## config.mk

```make
export PLATFORM = sky130hd
export DESIGN_NAME = stopwatch_pomodoro_timer_unit
export DESIGN_NICKNAME = d
export VERILOG_FILES = /design/src/sv/swpt_pkg.sv /design/src/sv/swpt_lap_cell.sv /design/src/sv/swpt_lap_chain.sv /design/src/sv/swpt_ctrl.sv /design/src/sv/stopwatch_pomodoro_timer_unit.sv
export SDC_FILE = /design/constraint.sdc
export NUM_CORES = 2
export LEC_CHECK = 0
export BUFFER_PORTS_ARGS = -buffer_cell sky130_fd_sc_hd__buf_4
export CAP_MARGIN = 5
export CORE_UTILIZATION = 45
export DETAILED_ROUTE_END_ITERATION = 6
export SYNTH_ARGS = -nofsm -noshare
export SYNTH_HDL_FRONTEND = slang
export SYNTH_SLANG_ARGS = --single-unit
```

## constraint.sdc

```tcl
create_clock -name clk -period 12.5 [get_ports clk]
set_input_delay 1.25 -clock clk [delete_from_list [all_inputs] [get_ports clk]]
set_output_delay 1.25 -clock clk [all_outputs]
set_load 0.05 [all_outputs]
```

## src/sv/swpt_pkg.sv

```systemverilog
// swpt_pkg: shared types, codes and constants for the stopwatch / pomodoro timer
// no dependencies; imported by every module of the block but swpt_lap_cell

package swpt_pkg;

  // lap ring depth and derived widths
  localparam int unsigned LAP_DEPTH = 16;
  localparam int unsigned FILL_W    = $clog2(LAP_DEPTH + 1);

  localparam int unsigned MS_PER_SEC = 1000;
  localparam int unsigned SEC_PER_MIN = 60;
  localparam int unsigned MS_PER_MIN = SEC_PER_MIN * MS_PER_SEC;

  localparam logic [15:0] LAP_TOTAL_MAX = 16'hFFFF;

  // configuration register indexes
  localparam logic [1:0] CFG_FOCUS  = 2'd0;
  localparam logic [1:0] CFG_SHORT  = 2'd1;
  localparam logic [1:0] CFG_LONG   = 2'd2;
  localparam logic [1:0] CFG_CYCLES = 2'd3;

  localparam logic [7:0] RST_FOCUS  = 8'd25;
  localparam logic [7:0] RST_SHORT  = 8'd5;
  localparam logic [7:0] RST_LONG   = 8'd15;
  localparam logic [3:0] RST_CYCLES = 4'd4;

  // input opcodes
  typedef enum logic [1:0] {
    OP_TICK  = 2'd0,
    OP_MODE  = 2'd1,
    OP_START = 2'd2,
    OP_LAP   = 2'd3
  } opcode_t;

  // pomodoro phases
  typedef enum logic [1:0] {
    PH_FOCUS = 2'd0,
    PH_SHORT = 2'd1,
    PH_LONG  = 2'd2
  } phase_t;

  typedef struct packed {
    logic [7:0] focus_minutes;
    logic [7:0] short_break_minutes;
    logic [7:0] long_break_minutes;
    logic [3:0] cycles_before_long_break;
  } cfg_t;

  // commands from the timer control to the lap chain
  typedef struct packed {
    logic rec;
    logic clr;
  } lap_cmd_t;

  // post-step timer status
  typedef struct packed {
    logic [31:0] elapsed_ms;
    logic [23:0] remaining_ms;
    logic        pomodoro_mode;
    logic        is_running;
    logic [1:0]  phase_now;
    logic        phase_done;
    logic        alert_pulse;
    logic [3:0]  round_in_cycle;
  } status_t;

  // phase length in ms, zero minutes treated as one
  function automatic logic [23:0] phase_ms(input cfg_t cfg, input phase_t ph);
    logic [7:0] m;
    case (ph)
      PH_FOCUS: m = cfg.focus_minutes;
      PH_SHORT: m = cfg.short_break_minutes;
      default:  m = cfg.long_break_minutes;
    endcase
    if (m == 8'd0) m = 8'd1;
    return 24'(m) * 24'(MS_PER_MIN);
  endfunction

endpackage

```

## src/sv/swpt_lap_cell.sv

```systemverilog
// swpt_lap_cell: one slot of the lap chain, takes its neighbor's value on a shift
// depends on nothing but the clock

module swpt_lap_cell (
  input  logic        clk,
  input  logic        shift,
  input  logic [31:0] d_in,
  output logic [31:0] q,
  output logic [31:0] q_next
);

  // hold or take the value from the newer neighbor
  assign q_next = shift ? d_in : q;

  always_ff @(posedge clk) begin
    q <= q_next;
  end

endmodule

```

## src/sv/swpt_lap_chain.sv

```systemverilog
// swpt_lap_chain: row of lap cells, newest in cell 0, with fill and total counters
// depends on swpt_pkg and swpt_lap_cell

module swpt_lap_chain (
  input  logic              clk,
  input  logic              rst,
  input  logic              step,
  input  swpt_pkg::lap_cmd_t cmd,
  input  logic [31:0]       lap_in,
  input  logic [3:0]        lap_index,
  output logic [15:0]       laps_recorded_next,
  output logic [4:0]        laps_held_next,
  output logic [31:0]       lap_time_next
);
  import swpt_pkg::*;

  logic [31:0]       cell_q    [LAP_DEPTH];
  logic [31:0]       cell_next [LAP_DEPTH];
  logic [FILL_W-1:0] fill;
  logic [FILL_W-1:0] fill_next;
  logic [15:0]       lap_total;
  logic [15:0]       lap_total_next;
  logic              shift;
  logic [31:0]       sel;

  assign shift = step && cmd.rec;

  // the chain: each cell hands its value to the next older one
  for (genvar i = 0; i < LAP_DEPTH; i++) begin : g_cell
    if (i == 0) begin : g_head
      swpt_lap_cell u_cell (
        .clk    (clk),
        .shift  (shift),
        .d_in   (lap_in),
        .q      (cell_q[i]),
        .q_next (cell_next[i])
      );
    end else begin : g_body
      swpt_lap_cell u_cell (
        .clk    (clk),
        .shift  (shift),
        .d_in   (cell_q[i-1]),
        .q      (cell_q[i]),
        .q_next (cell_next[i])
      );
    end
  end

  // fill count and saturating lap total
  always_comb begin
    fill_next      = fill;
    lap_total_next = lap_total;
    if (step) begin
      if (cmd.clr) begin
        fill_next      = '0;
        lap_total_next = '0;
      end else if (cmd.rec) begin
        if (32'(fill) < LAP_DEPTH) fill_next = fill + 1'b1;
        if (lap_total != LAP_TOTAL_MAX) lap_total_next = lap_total + 16'd1;
      end
    end
  end

  always_ff @(posedge clk) begin
    if (rst) begin
      fill      <= '0;
      lap_total <= '0;
    end else begin
      fill      <= fill_next;
      lap_total <= lap_total_next;
    end
  end

  // select the requested lap from the post-step cells
  always_comb begin
    sel = '0;
    for (int i = 0; i < LAP_DEPTH; i++) begin
      if (32'(lap_index) == 32'(i)) sel = cell_next[i];
    end
  end

  assign lap_time_next      = (32'(lap_index) < 32'(fill_next)) ? sel : 32'd0;
  assign laps_held_next     = 5'(fill_next);
  assign laps_recorded_next = lap_total_next;

endmodule

```

## src/sv/swpt_ctrl.sv

```systemverilog
// swpt_ctrl: timer state (mode, run, elapsed, phase, done, round) and its step logic
// depends on swpt_pkg; drives lap commands to swpt_lap_chain

module swpt_ctrl (
  input  logic               clk,
  input  logic               rst,
  input  logic               step,
  input  swpt_pkg::opcode_t  opcode,
  input  swpt_pkg::cfg_t     cfg,
  output swpt_pkg::lap_cmd_t cmd,
  output logic [31:0]        lap_value,
  output swpt_pkg::status_t  status_next
);
  import swpt_pkg::*;

  logic        mode_bit;
  logic        mode_bit_next;
  logic        run_bit;
  logic        run_bit_next;
  logic [31:0] elapsed;
  logic [31:0] elapsed_next;
  phase_t      phase;
  phase_t      phase_next;
  logic        done_bit;
  logic        done_bit_next;
  logic [3:0]  round_cnt;
  logic [3:0]  round_cnt_next;
  logic        alert;
  logic        adv;
  logic        restart;
  logic [31:0] elapsed_inc;
  logic [23:0] dur_cur;
  logic [23:0] dur_next;
  logic [3:0]  cyc;
  logic [4:0]  round_inc;

  assign dur_cur     = phase_ms(cfg, phase);
  assign elapsed_inc = elapsed + 32'd1;
  assign cyc = (cfg.cycles_before_long_break == 4'd0) ? 4'd1 : cfg.cycles_before_long_break;
  assign round_inc = 5'(round_cnt) + 5'd1;

  // run, elapsed, done, mode and lap commands
  always_comb begin
    mode_bit_next = mode_bit;
    run_bit_next  = run_bit;
    elapsed_next  = elapsed;
    done_bit_next = done_bit;
    alert         = 1'b0;
    adv           = 1'b0;
    restart       = 1'b0;
    cmd           = '0;
    if (step) begin
      case (opcode)
        OP_TICK: begin
          if (run_bit) begin
            if (mode_bit && (elapsed_inc >= 32'(dur_cur))) begin
              run_bit_next  = 1'b0;
              done_bit_next = 1'b1;
              elapsed_next  = 32'(dur_cur);
              alert         = 1'b1;
            end else begin
              elapsed_next = elapsed_inc;
            end
          end
        end
        OP_MODE: begin
          mode_bit_next = ~mode_bit;
          cmd.clr       = 1'b1;
          restart       = 1'b1;
        end
        OP_START: begin
          if (mode_bit && done_bit) adv = 1'b1;
          else run_bit_next = ~run_bit;
        end
        OP_LAP: begin
          if (mode_bit) begin
            if (run_bit || done_bit) adv = 1'b1;
            else restart = 1'b1;
          end else if (run_bit) begin
            cmd.rec = 1'b1;
          end else begin
            elapsed_next = '0;
            cmd.clr      = 1'b1;
          end
        end
        default: ;
      endcase
      // arming a new phase or restarting the cycle leaves the timer paused at zero
      if (adv || restart) begin
        run_bit_next  = 1'b0;
        done_bit_next = 1'b0;
        elapsed_next  = '0;
      end
    end
  end

  // phase sequencing: next state
  always_comb begin
    phase_next     = phase;
    round_cnt_next = round_cnt;
    if (restart) begin
      phase_next     = PH_FOCUS;
      round_cnt_next = '0;
    end else if (adv) begin
      case (phase)
        PH_FOCUS: begin
          if (round_inc >= 5'(cyc)) begin
            round_cnt_next = '0;
            phase_next     = PH_LONG;
          end else begin
            round_cnt_next = round_inc[3:0];
            phase_next     = PH_SHORT;
          end
        end
        default: phase_next = PH_FOCUS;
      endcase
    end
  end

  // status outputs after the step
  always_comb begin
    dur_next                   = phase_ms(cfg, phase_next);
    status_next.elapsed_ms     = elapsed_next;
    status_next.remaining_ms   = '0;
    if (mode_bit_next && (elapsed_next < 32'(dur_next))) begin
      status_next.remaining_ms = dur_next - elapsed_next[23:0];
    end
    status_next.pomodoro_mode  = mode_bit_next;
    status_next.is_running     = run_bit_next;
    status_next.phase_now      = phase_next;
    status_next.phase_done     = done_bit_next;
    status_next.alert_pulse    = alert;
    status_next.round_in_cycle = round_cnt_next;
  end

  assign lap_value = elapsed;

  always_ff @(posedge clk) begin
    if (rst) begin
      mode_bit  <= 1'b0;
      run_bit   <= 1'b0;
      elapsed   <= '0;
      phase     <= PH_FOCUS;
      done_bit  <= 1'b0;
      round_cnt <= '0;
    end else begin
      mode_bit  <= mode_bit_next;
      run_bit   <= run_bit_next;
      elapsed   <= elapsed_next;
      phase     <= phase_next;
      done_bit  <= done_bit_next;
      round_cnt <= round_cnt_next;
    end
  end

endmodule

```

## src/sv/stopwatch_pomodoro_timer_unit.sv

```systemverilog
// stopwatch_pomodoro_timer_unit: top level, config registers, output word register
// depends on swpt_pkg, swpt_ctrl, swpt_lap_chain (and swpt_lap_cell below it)
//
//   channel  handshake               payload
//   in       in_valid / in_ready     opcode, lap_index
//   out      out_valid / out_ready   elapsed_ms .. lap_time (11 fields)
//   cfg      cfg_we                  cfg_index, cfg_data
//
// one word in per cycle while in_ready is high; its result word appears in the output register on
// the next cycle. state updates and the lap chain shift in the accepting cycle.
// rst (synchronous) clears the timer state, lap counts and config to defaults;
// lap cells hold no reset and are read only once written.
// while a result word waits on out_ready, in_ready stays low.

module stopwatch_pomodoro_timer_unit (
  input  logic        clk,
  input  logic        rst,
  input  logic        in_valid,
  output logic        in_ready,
  input  logic [1:0]  opcode,
  input  logic [3:0]  lap_index,
  output logic        out_valid,
  input  logic        out_ready,
  output logic [31:0] elapsed_ms,
  output logic [23:0] remaining_ms,
  output logic        pomodoro_mode,
  output logic        is_running,
  output logic [1:0]  phase_now,
  output logic        phase_done,
  output logic        alert_pulse,
  output logic [3:0]  round_in_cycle,
  output logic [15:0] laps_recorded,
  output logic [4:0]  laps_held,
  output logic [31:0] lap_time,
  input  logic        cfg_we,
  input  logic [1:0]  cfg_index,
  input  logic [7:0]  cfg_data
);
  import swpt_pkg::*;

  cfg_t        cfg;
  logic        step;
  lap_cmd_t    cmd;
  logic [31:0] lap_value;
  status_t     status_next;
  logic [15:0] laps_recorded_next;
  logic [4:0]  laps_held_next;
  logic [31:0] lap_time_next;

  // config registers
  always_ff @(posedge clk) begin
    if (rst) begin
      cfg.focus_minutes            <= RST_FOCUS;
      cfg.short_break_minutes      <= RST_SHORT;
      cfg.long_break_minutes       <= RST_LONG;
      cfg.cycles_before_long_break <= RST_CYCLES;
    end else if (cfg_we) begin
      case (cfg_index)
        CFG_FOCUS:  cfg.focus_minutes            <= cfg_data;
        CFG_SHORT:  cfg.short_break_minutes      <= cfg_data;
        CFG_LONG:   cfg.long_break_minutes       <= cfg_data;
        CFG_CYCLES: cfg.cycles_before_long_break <= cfg_data[3:0];
        default: ;
      endcase
    end
  end

  // handshake: take a word when the output register is free or draining
  assign in_ready = !out_valid || out_ready;
  assign step     = in_valid && in_ready;

  swpt_ctrl u_ctrl (
    .clk         (clk),
    .rst         (rst),
    .step        (step),
    .opcode      (opcode_t'(opcode)),
    .cfg         (cfg),
    .cmd         (cmd),
    .lap_value   (lap_value),
    .status_next (status_next)
  );

  swpt_lap_chain u_laps (
    .clk                (clk),
    .rst                (rst),
    .step               (step),
    .cmd                (cmd),
    .lap_in             (lap_value),
    .lap_index          (lap_index),
    .laps_recorded_next (laps_recorded_next),
    .laps_held_next     (laps_held_next),
    .lap_time_next      (lap_time_next)
  );

  // output word valid
  always_ff @(posedge clk) begin
    if (rst) begin
      out_valid <= 1'b0;
    end else if (step) begin
      out_valid <= 1'b1;
    end else if (out_ready) begin
      out_valid <= 1'b0;
    end
  end

  // output word payload
  always_ff @(posedge clk) begin
    if (step) begin
      elapsed_ms     <= status_next.elapsed_ms;
      remaining_ms   <= status_next.remaining_ms;
      pomodoro_mode  <= status_next.pomodoro_mode;
      is_running     <= status_next.is_running;
      phase_now      <= status_next.phase_now;
      phase_done     <= status_next.phase_done;
      alert_pulse    <= status_next.alert_pulse;
      round_in_cycle <= status_next.round_in_cycle;
      laps_recorded  <= laps_recorded_next;
      laps_held      <= laps_held_next;
      lap_time       <= lap_time_next;
    end
  end

  // an accepted word always shows up in the output register next cycle
  a_step_fills_out: assert property (@(posedge clk) disable iff (rst)
    step |=> out_valid)
    else $error("accepted word did not reach the output register");

  // an expiry alert only comes with a stopped, done pomodoro phase
  a_alert_state: assert property (@(posedge clk) disable iff (rst)
    out_valid && alert_pulse |-> phase_done && !is_running && pomodoro_mode)
    else $error("alert without a finished pomodoro phase");

  // stopwatch mode reports no remaining time
  a_sw_remaining: assert property (@(posedge clk) disable iff (rst)
    out_valid && !pomodoro_mode |-> remaining_ms == 24'd0)
    else $error("remaining time in stopwatch mode");

  // a lap time is only reported for a held slot
  a_lap_held: assert property (@(posedge clk) disable iff (rst)
    out_valid && lap_time != 32'd0 |-> laps_held != 5'd0)
    else $error("lap time reported with no laps held");

endmodule

```

After elaboration in Yosys (flattened, before gate mapping)
Cells that the tools add are included.

Shifts and indexed selects: 0. Multiplexer cells: 93. Reduce and logical (&&, ||, !) cells: 23. Multiply operators: 2. Divide/modulo/power cells: 0. Equal/unequal tests: 24. Magnitude comparators: 5. Bitwise gates (word level): 2. Add/sub/neg operators: 5.

Operators by type and width (count): $mux 32 (38); $mux 16 (4); $pmux 32 s2 (1); $mul 8x11->19 const B (2); $add 32x1->32 const B (1); $eq 4x4->1 const B (8); $ge 32x24->1 (1); $lt 32x24->1 (1); $pmux 8 s2 (2); $mux 1 (27); $sub 24x24->24 (1); $mux 4 (5); $mux 5 (4); $add 16x1->16 const B (1); $eq 4x3->1 const B (4); $logic_not 8->1 (2); $mux 8 (2); $ne 16x16->1 const B (1); $mux 2 (6); $reduce_and 2->1 (5); $eq 2x1->1 const B (4); $eq 2x2->1 const B (4); $eq 4x2->1 const B (2); $logic_not 2->1 (4); other kinds (13) (24).

ROM bits: 0. Bits in writable memories: 0. Flip-flop bits (word level): 722. Output and inout port bits: 121. Memories kept: 0. Bits in latches: 0.

Depth between registers and ports, before layout
Word-level depth: 22. Depth in mapped cells: 47. Depth with buffers taken out: 43.

Modules after synthesis
Synthesis repeated with hierarchy kept, for this count alone.

Cells, all modules: 3379. Area total of the unflattened synthesis: 39181.3 µm².

Modules (own cells, without submodules): swpt_lap_cell (area an instance 1184.9 µm², seq. area each 640.6 µm², times used 16, cells each 68); swpt_ctrl (area an instance 9283.9 µm², seq. area each 820.8 µm², times used 1, cells each 1234); swpt_lap_chain (area an instance 6180.9 µm², seq. area each 420.4 µm², times used 1, cells each 823); stopwatch_pomodoro_timer_unit (area an instance 4758.3 µm², seq. area each 4154.0 µm², times used 1, cells each 234).

Least setup slack after synthesis
No wires, ideal clock.

Path kind: input to register. From: input out_ready. To: register remaining_ms[15], data pin. Arrival: 12.872 ns. Stages: 37. Buffers on the path: 2. Setup slack: -0.522 ns. Library setup time: 0.150 ns. Cell sequence: nor2b_1 > inv_1 > nand2_1 > inv_1 > buf_1 > o21ai_0 > nand2_1 > nand2_1 > o221ai_1 > ha_1 > ha_1 > fa_1 > inv_1 > fa_1 > inv_1 > ha_1 > inv_1 > o31ai_1 > a21oi_1 > o21ai_0 > a21oi_1 > o21bai_1 > a211o_1 > a31oi_1 > nor2b_1 > o21a_1 > o41a_1 > xnor2_1 > ha_1 > a21oi_1 > o311ai_0 > a21oi_1 > o21ai_0 > or4_1 > a211o_1 > buf_6 > nor3_2.

Cells in the longest elaborated chain, start to end: 12.

Ends and longest elaborated chain: start, declared (RTL line stopwatch_pomodoro_timer_unit.sv:23) `input logic out_ready,`; $logic_or 1x1->1 * (RTL line stopwatch_pomodoro_timer_unit.sv:69) `assign in_ready = !out_valid || out_ready;`; net in_ready (RTL line stopwatch_pomodoro_timer_unit.sv:19) `output logic in_ready,`; $logic_and 1x1->1 * (RTL line stopwatch_pomodoro_timer_unit.sv:70) `assign step = in_valid && in_ready;`; net step (RTL line stopwatch_pomodoro_timer_unit.sv:42) `logic step;`; $mux 1 (RTL line swpt_ctrl.sv:52) `if (step) begin`; $mux 2 (RTL line swpt_ctrl.sv:104) `end else if (adv) begin`; $mux 2 (RTL line swpt_ctrl.sv:101) `if (restart) begin`; $eq 2x1->1 / $logic_not 2->1 (equally long branches) (RTL line swpt_pkg.sv:70) `case (ph)`; $pmux 8 s2 (RTL line swpt_pkg.sv:70); $logic_not 8->1 (RTL line swpt_pkg.sv:75) `if (m == 8'd0) m = 8'd1;`; $mux 8 (RTL line swpt_pkg.sv:75); $mul 8x11->19 (RTL line swpt_pkg.sv:76) `return 24'(m) * 24'(MS_PER_MIN);`; $lt 32x24->1 (RTL line swpt_ctrl.sv:125) `if (mode_bit_next && (elapsed_next < 32'(dur_next))) begin`; $logic_and 1x1->1 (RTL line swpt_ctrl.sv:125); end signal, assigned (RTL line stopwatch_pomodoro_timer_unit.sv:110) `remaining_ms <= status_next.remaining_ms;`; end, declared (RTL line stopwatch_pomodoro_timer_unit.sv:25) `output logic [23:0] remaining_ms,`.

Mark *: on every way through the listed nets, which the timed path passes. The rest lies on a longest branch. A chain may end at the register's enable or synchronous reset.

Worst setup path after layout
From: register u_ctrl.phase[0]. To: register remaining_ms[23], data pin.

Cells in the longest elaborated chain, start to end: 14.

Ends and longest elaborated chain: start, declared (RTL line swpt_ctrl.sv:22) `phase_t phase;`; start signal, assigned (RTL line swpt_ctrl.sv:150) `phase <= phase_next;`; $eq 2x1->1 / $logic_not 2->1 (equally long branches) (RTL line swpt_pkg.sv:70, swpt_ctrl.sv:105); $pmux 8 s2 (RTL line swpt_pkg.sv:70); $logic_not 8->1 (RTL line swpt_pkg.sv:75); $mux 8 (RTL line swpt_pkg.sv:75); $mul 8x11->19 (RTL line swpt_pkg.sv:76); $ge 32x24->1 (RTL line swpt_ctrl.sv:56) `if (mode_bit && (elapsed_inc >= 32'(dur_cur))) begin`; $logic_and 1x1->1 (RTL line swpt_ctrl.sv:56); $mux 32 (RTL line swpt_ctrl.sv:56); $mux 32 (RTL line swpt_ctrl.sv:55) `if (run_bit) begin`; $pmux 32 s2 (RTL line swpt_ctrl.sv:53) `case (opcode)`; $mux 32 (RTL line swpt_ctrl.sv:89) `if (adv || restart) begin`; $mux 32 (RTL line swpt_ctrl.sv:52); $lt 32x24->1 (RTL line swpt_ctrl.sv:125); $logic_and 1x1->1 (RTL line swpt_ctrl.sv:125).

Parallel ways exist; a longest one is shown, timed or not.

==> results.toml <==
[outcome]
status = "finished, final reports clean"

[setup_path]
critPathRequiredTime_ns = 12.88
slowest_delay_ns = 0.75
reg2reg_slack_ns = 1.34
critPathArrivalTime_ns = 11.54
end_kind = "flip-flop"
cp-endpoint = "remaining_ms[23]$_SDFFCE_PN0P_"
path_max_fanout = 12
path_class = "reg -> reg"
cp-startpoint = "u_ctrl.phase[0]$_SDFF_PP0_"
slowest_stage = "a311oi_1"
reg2reg_depth = 41
cpMostUsedCell = "a21oi_1"
r2r_start = "u_ctrl.phase[0]$_SDFF_PP0_"
r2r_end = "remaining_ms[23]$_SDFFCE_PN0P_"
start_kind = "flip-flop"

[sta]
slew_viol_final = 0
worst_slew_pin_slew_ns = 1.13
finalCriticalPeriod_ns = 11.16
timing.final.crit_share = 0.893
layout_setup_ws_ns = 1.34
rsz0062_at_grt = "no"
final_hold_viol_count = 0
tns_ns = 0
finalClockSkew_ns = 0.0151
fmax_mhz = 89.6
slew_headroom = 0.245
finalSetupViolations = 0

[global_routing]
grt_max_degree = 264
grt-ovfl-total = 0
grt_pass1_wl_um = 152000
antenna_found_initial = 2
grt_pass1_vias = 27100
grt_util_all_layers = 0.243

[routing]
routed-via-count = 28700
ant_nets = 0
routed_wl_um = 96100
firstDrtPassIters = 6
drcViolationCount = 0
drtIter0Drc = 2672
viasPerCell = 5.32
avgRoutedWirePerCell_um = 17.8

[yosys]
syn_nets = 4491
async_reset_ff_frac = 0
ys_warn_count = 0
post_synth_instance_area_mm2 = 0.0346
syn_inst = 4265
ys_types = 89
syn_avg_cell_area_um2 = 8.11
synth_edf_count = 119
ys_ff_latch = 722
synthFlopType = "dfxtp_1"
ys_seq_area_frac = 0.453

[layout]
antenna_cells = 0
fill_cells = 7364
multiInputGateArea_mm2 = 0.0174
syn_to_final_growth_pct = 13.2
nNetsFinal = 4527
drive_gt1_frac = 0.0875
final_core_util = 0.515
regArea_mm2 = 0.0156

[floorplanning]
coreArea_mm2 = 0.0759
start_util = 0.455
fp.dieH_um = 279
num_rows = 101
die_x_um = 279
ios = 142
dieArea_mm2 = 0.0779

[hold_path]
hold_path_class = "reg -> reg"

[pwr]
p_clk_frac = 0.409
p_comb_frac = 0.177
internal-power_mw = 4.16
p_sw_frac = 0.287
p_leak_nw = 18.0
p_sw_mw = 1.67
vdd_drop_max_mv = 0.107
power.density_mw_per_mm2 = 149
sequentialPowerShare = 0.414

[cts]
post_cts_buffers = 0
clock_path_buffers = 3
cts_root_buffer = "clkbuf_16"
cts_buffers = 81
cts.sinks = 722
cts_resized = 0
cts_hold_buf = 0
cts_tree = "built"
htree_levels = 3
worstSkewPairLatency_ns = 0.63
clk_pin_slew_ns = 0.06

[place]
place_congestion = 0.918
io_buffers = 141
hpwlAfterDp_um = 64200
dp_worst_setup_slack_ns = 1.42

[run]
maxCapViolations = 0
cells by family (layout without fill, tap and decap cells):
| logic type | after synthesis | in the layout | synth area share |
|---|---|---|---|
| AO/OA/AOI/OAI | 636 | 636 | 0.131 |
| XOR/XNOR | 86 | 86 | 0.0218 |
| adder cells (fa/ha/maj) | 207 | 207 | 0.0837 |
| buffers and inverters | 423 | 525 | 0.0464 |
| flip-flops | 722 | 722 | 0.453 |
| multiplexers | 35 | 35 | 0.0105 |
| AND/OR/NAND/NOR | 2156 | 2156 | 0.255 |
per-layer routing:
| metal | share of wire | global-route usage | vias to the layer above | wire (um) |
|---|---|---|---|---|
| met1 | 0.46 | 0.333 | 13500 | 44500 |
| met2 | 0.47 | 0.401 | 687 | 44800 |
| met5 | 0 | 0 | - | 0 |
| met3 | 0.046 | 0.0272 | 136 | 4430 |
| met4 | 0.024 | 0.0731 | 0 | 2340 |
| li1 | - | - | 14400 | - |
cell type report:
| type | instances | area share |
|---|---|---|
| Multi-Input combinational cell | 3120 | 0.445 |
| Sequential cell | 722 | 0.400 |
| Clock buffer | 124 | 0.0616 |
| Timing Repair Buffer | 183 | 0.0354 |
| Tap cell | 1030 | 0.0329 |
| Inverter | 193 | 0.0186 |
| Clock inverter | 25 | 0.00674 |
sequential cells by signal, indices dropped and copies added, names as in the netlist, 2 cells and up:
| signal | count |
|---|---|
| u_laps.g_cell.g_body.u_cell.q | 480 |
| elapsed_ms | 32 |
| lap_time | 32 |
| u_ctrl.lap_value | 32 |
| u_laps.g_cell.g_head.u_cell.q | 32 |
| cfg | 28 |
| remaining_ms | 24 |
| laps_recorded | 16 |
| u_laps.lap_total | 16 |
| laps_held | 5 |
| u_laps.fill | 5 |
| round_in_cycle | 4 |
| u_ctrl.round_cnt | 4 |
| phase_now | 2 |
| u_ctrl.phase | 2 |
synthesized netlist by cell type (6+ instances only):
cell type | number | area share
o31ai_1 | 22 | 0.0048
a22oi_1 | 109 | 0.024
nand3b_1 | 8 | 0.0017
a31oi_1 | 36 | 0.0065
a21oi_1 | 116 | 0.017
nand2b_1 | 19 | 0.0034
a41oi_1 | 22 | 0.0056
nor3b_1 | 7 | 0.0015
a221o_1 | 7 | 0.0020
o21bai_1 | 10 | 0.0022
xnor2_1 | 49 | 0.012
a222oi_1 | 21 | 0.0061
nand4_1 | 23 | 0.0042
xor2_1 | 37 | 0.0094
inv_1 | 190 | 0.021
nor4_1 | 10 | 0.0018
nand3_1 | 78 | 0.011
clkbuf_1 | 182 | 0.020
nor2_1 | 197 | 0.021
nor2b_1 | 35 | 0.0063
edfxtp_1 | 119 | 0.10
ha_1 | 164 | 0.059
mux2i_1 | 25 | 0.0072
a21o_1 | 14 | 0.0030
dfxtp_1 | 603 | 0.35
and2_1 | 8 | 0.0014
a2111o_1 | 11 | 0.0036
nand2_1 | 1658 | 0.18
a31o_2 | 8 | 0.0020
or2_2 | 16 | 0.0029
nor3_1 | 46 | 0.0067
a32oi_1 | 45 | 0.011
o21a_1 | 22 | 0.0048
a211oi_1 | 18 | 0.0039
o22ai_1 | 6 | 0.0011
and3_1 | 17 | 0.0031
mux2_2 | 10 | 0.0033
buf_1 | 41 | 0.0045
or3_1 | 8 | 0.0014
fa_1 | 41 | 0.024
a21boi_0 | 8 | 0.0017
a211o_1 | 14 | 0.0035
o21ai_0 | 96 | 0.014
worst min path at each step:
stage / from / endpoint / slack, ns / cells past startpoint
CTS: u_laps.g_cell[4].g_body.u_cell.q[5]$_DFF_P_ / u_laps.g_cell[5].g_body.u_cell.q[5]$_DFF_P_ / 0.44 / 2
finish: u_laps.g_cell[15].g_body.u_cell.q[20]$_DFF_P_ / u_laps.g_cell[15].g_body.u_cell.q[20]$_DFF_P_ / 0.44 / 2
detailed placement: u_laps.g_cell[15].g_body.u_cell.q[20]$_DFF_P_ / u_laps.g_cell[15].g_body.u_cell.q[20]$_DFF_P_ / 0.43 / 2
global route: u_laps.g_cell[15].g_body.u_cell.q[6]$_DFF_P_ / u_laps.g_cell[15].g_body.u_cell.q[6]$_DFF_P_ / 0.46 / 2
global placement: u_laps.g_cell[15].g_body.u_cell.q[21]$_DFF_P_ / u_laps.g_cell[15].g_body.u_cell.q[21]$_DFF_P_ / 0.43 / 2
floorplan: u_laps.g_cell[15].g_body.u_cell.q[26]$_DFF_P_ / u_laps.g_cell[15].g_body.u_cell.q[26]$_DFF_P_ / 0.42 / 2
stage by stage:
step / instances / hold slack [ns] / area, um^2 / total power [mW]
final: 5397 / 0.443 / 39100 / 5.83
after global routing: 5397 / 0.461 / 39100 / 6.07
after CTS: 5397 / 0.444 / 39100 / 5.88
after detailed placement: 5248 / 0.432 / 36500 / 3.49
after global placement: 5248 / 0.429 / 36500 / 3.49
after floorplan: 4265 / 0.417 / 34600 / 3.20
power by group through the flow:
stage                     combinational, mW  clock, mW  sequential (mW)
final                                  1.03       2.38             2.42
after global routing                   1.13       2.53             2.42
after CTS                              1.03       2.44             2.42
after detailed placement               1.02          0             2.47
after global placement                 1.02          0             2.47
after floorplan                       0.646          0             2.56
cell usage in the layout (no fill, tap or decap), types with 23 or more instances in the layout:
cell type / instances
clkbuf_1: 23
xnor2_1: 49
a31oi_1: 35
a22oi_1: 109
dfxtp_1: 603
nor2_1: 189
a32oi_1: 45
fa_1: 41
clkbuf_16: 83
nand2_1: 1658
nand3_1: 77
o21ai_0: 96
xor2_1: 37
nor2b_1: 32
buf_4: 182
nand4_1: 23
ha_1: 164
a21oi_1: 115
inv_1: 188
nor3_1: 43
mux2i_1: 25
edfxtp_1: 119
worst max-delay path: cells and delay by family, from the launching register on:
family                   cells  cell delay [ns]
AO/OA/AOI/OAI               22             6.01
AND/OR/NAND/NOR              8             1.27
buffers and inverters        4             0.48
multiplexers                 2             0.38
adder cells (fa/ha/maj)      5             2.12
flip-flops                   1             0.66
Note: power is estimated with default switching activity, not from simulation.
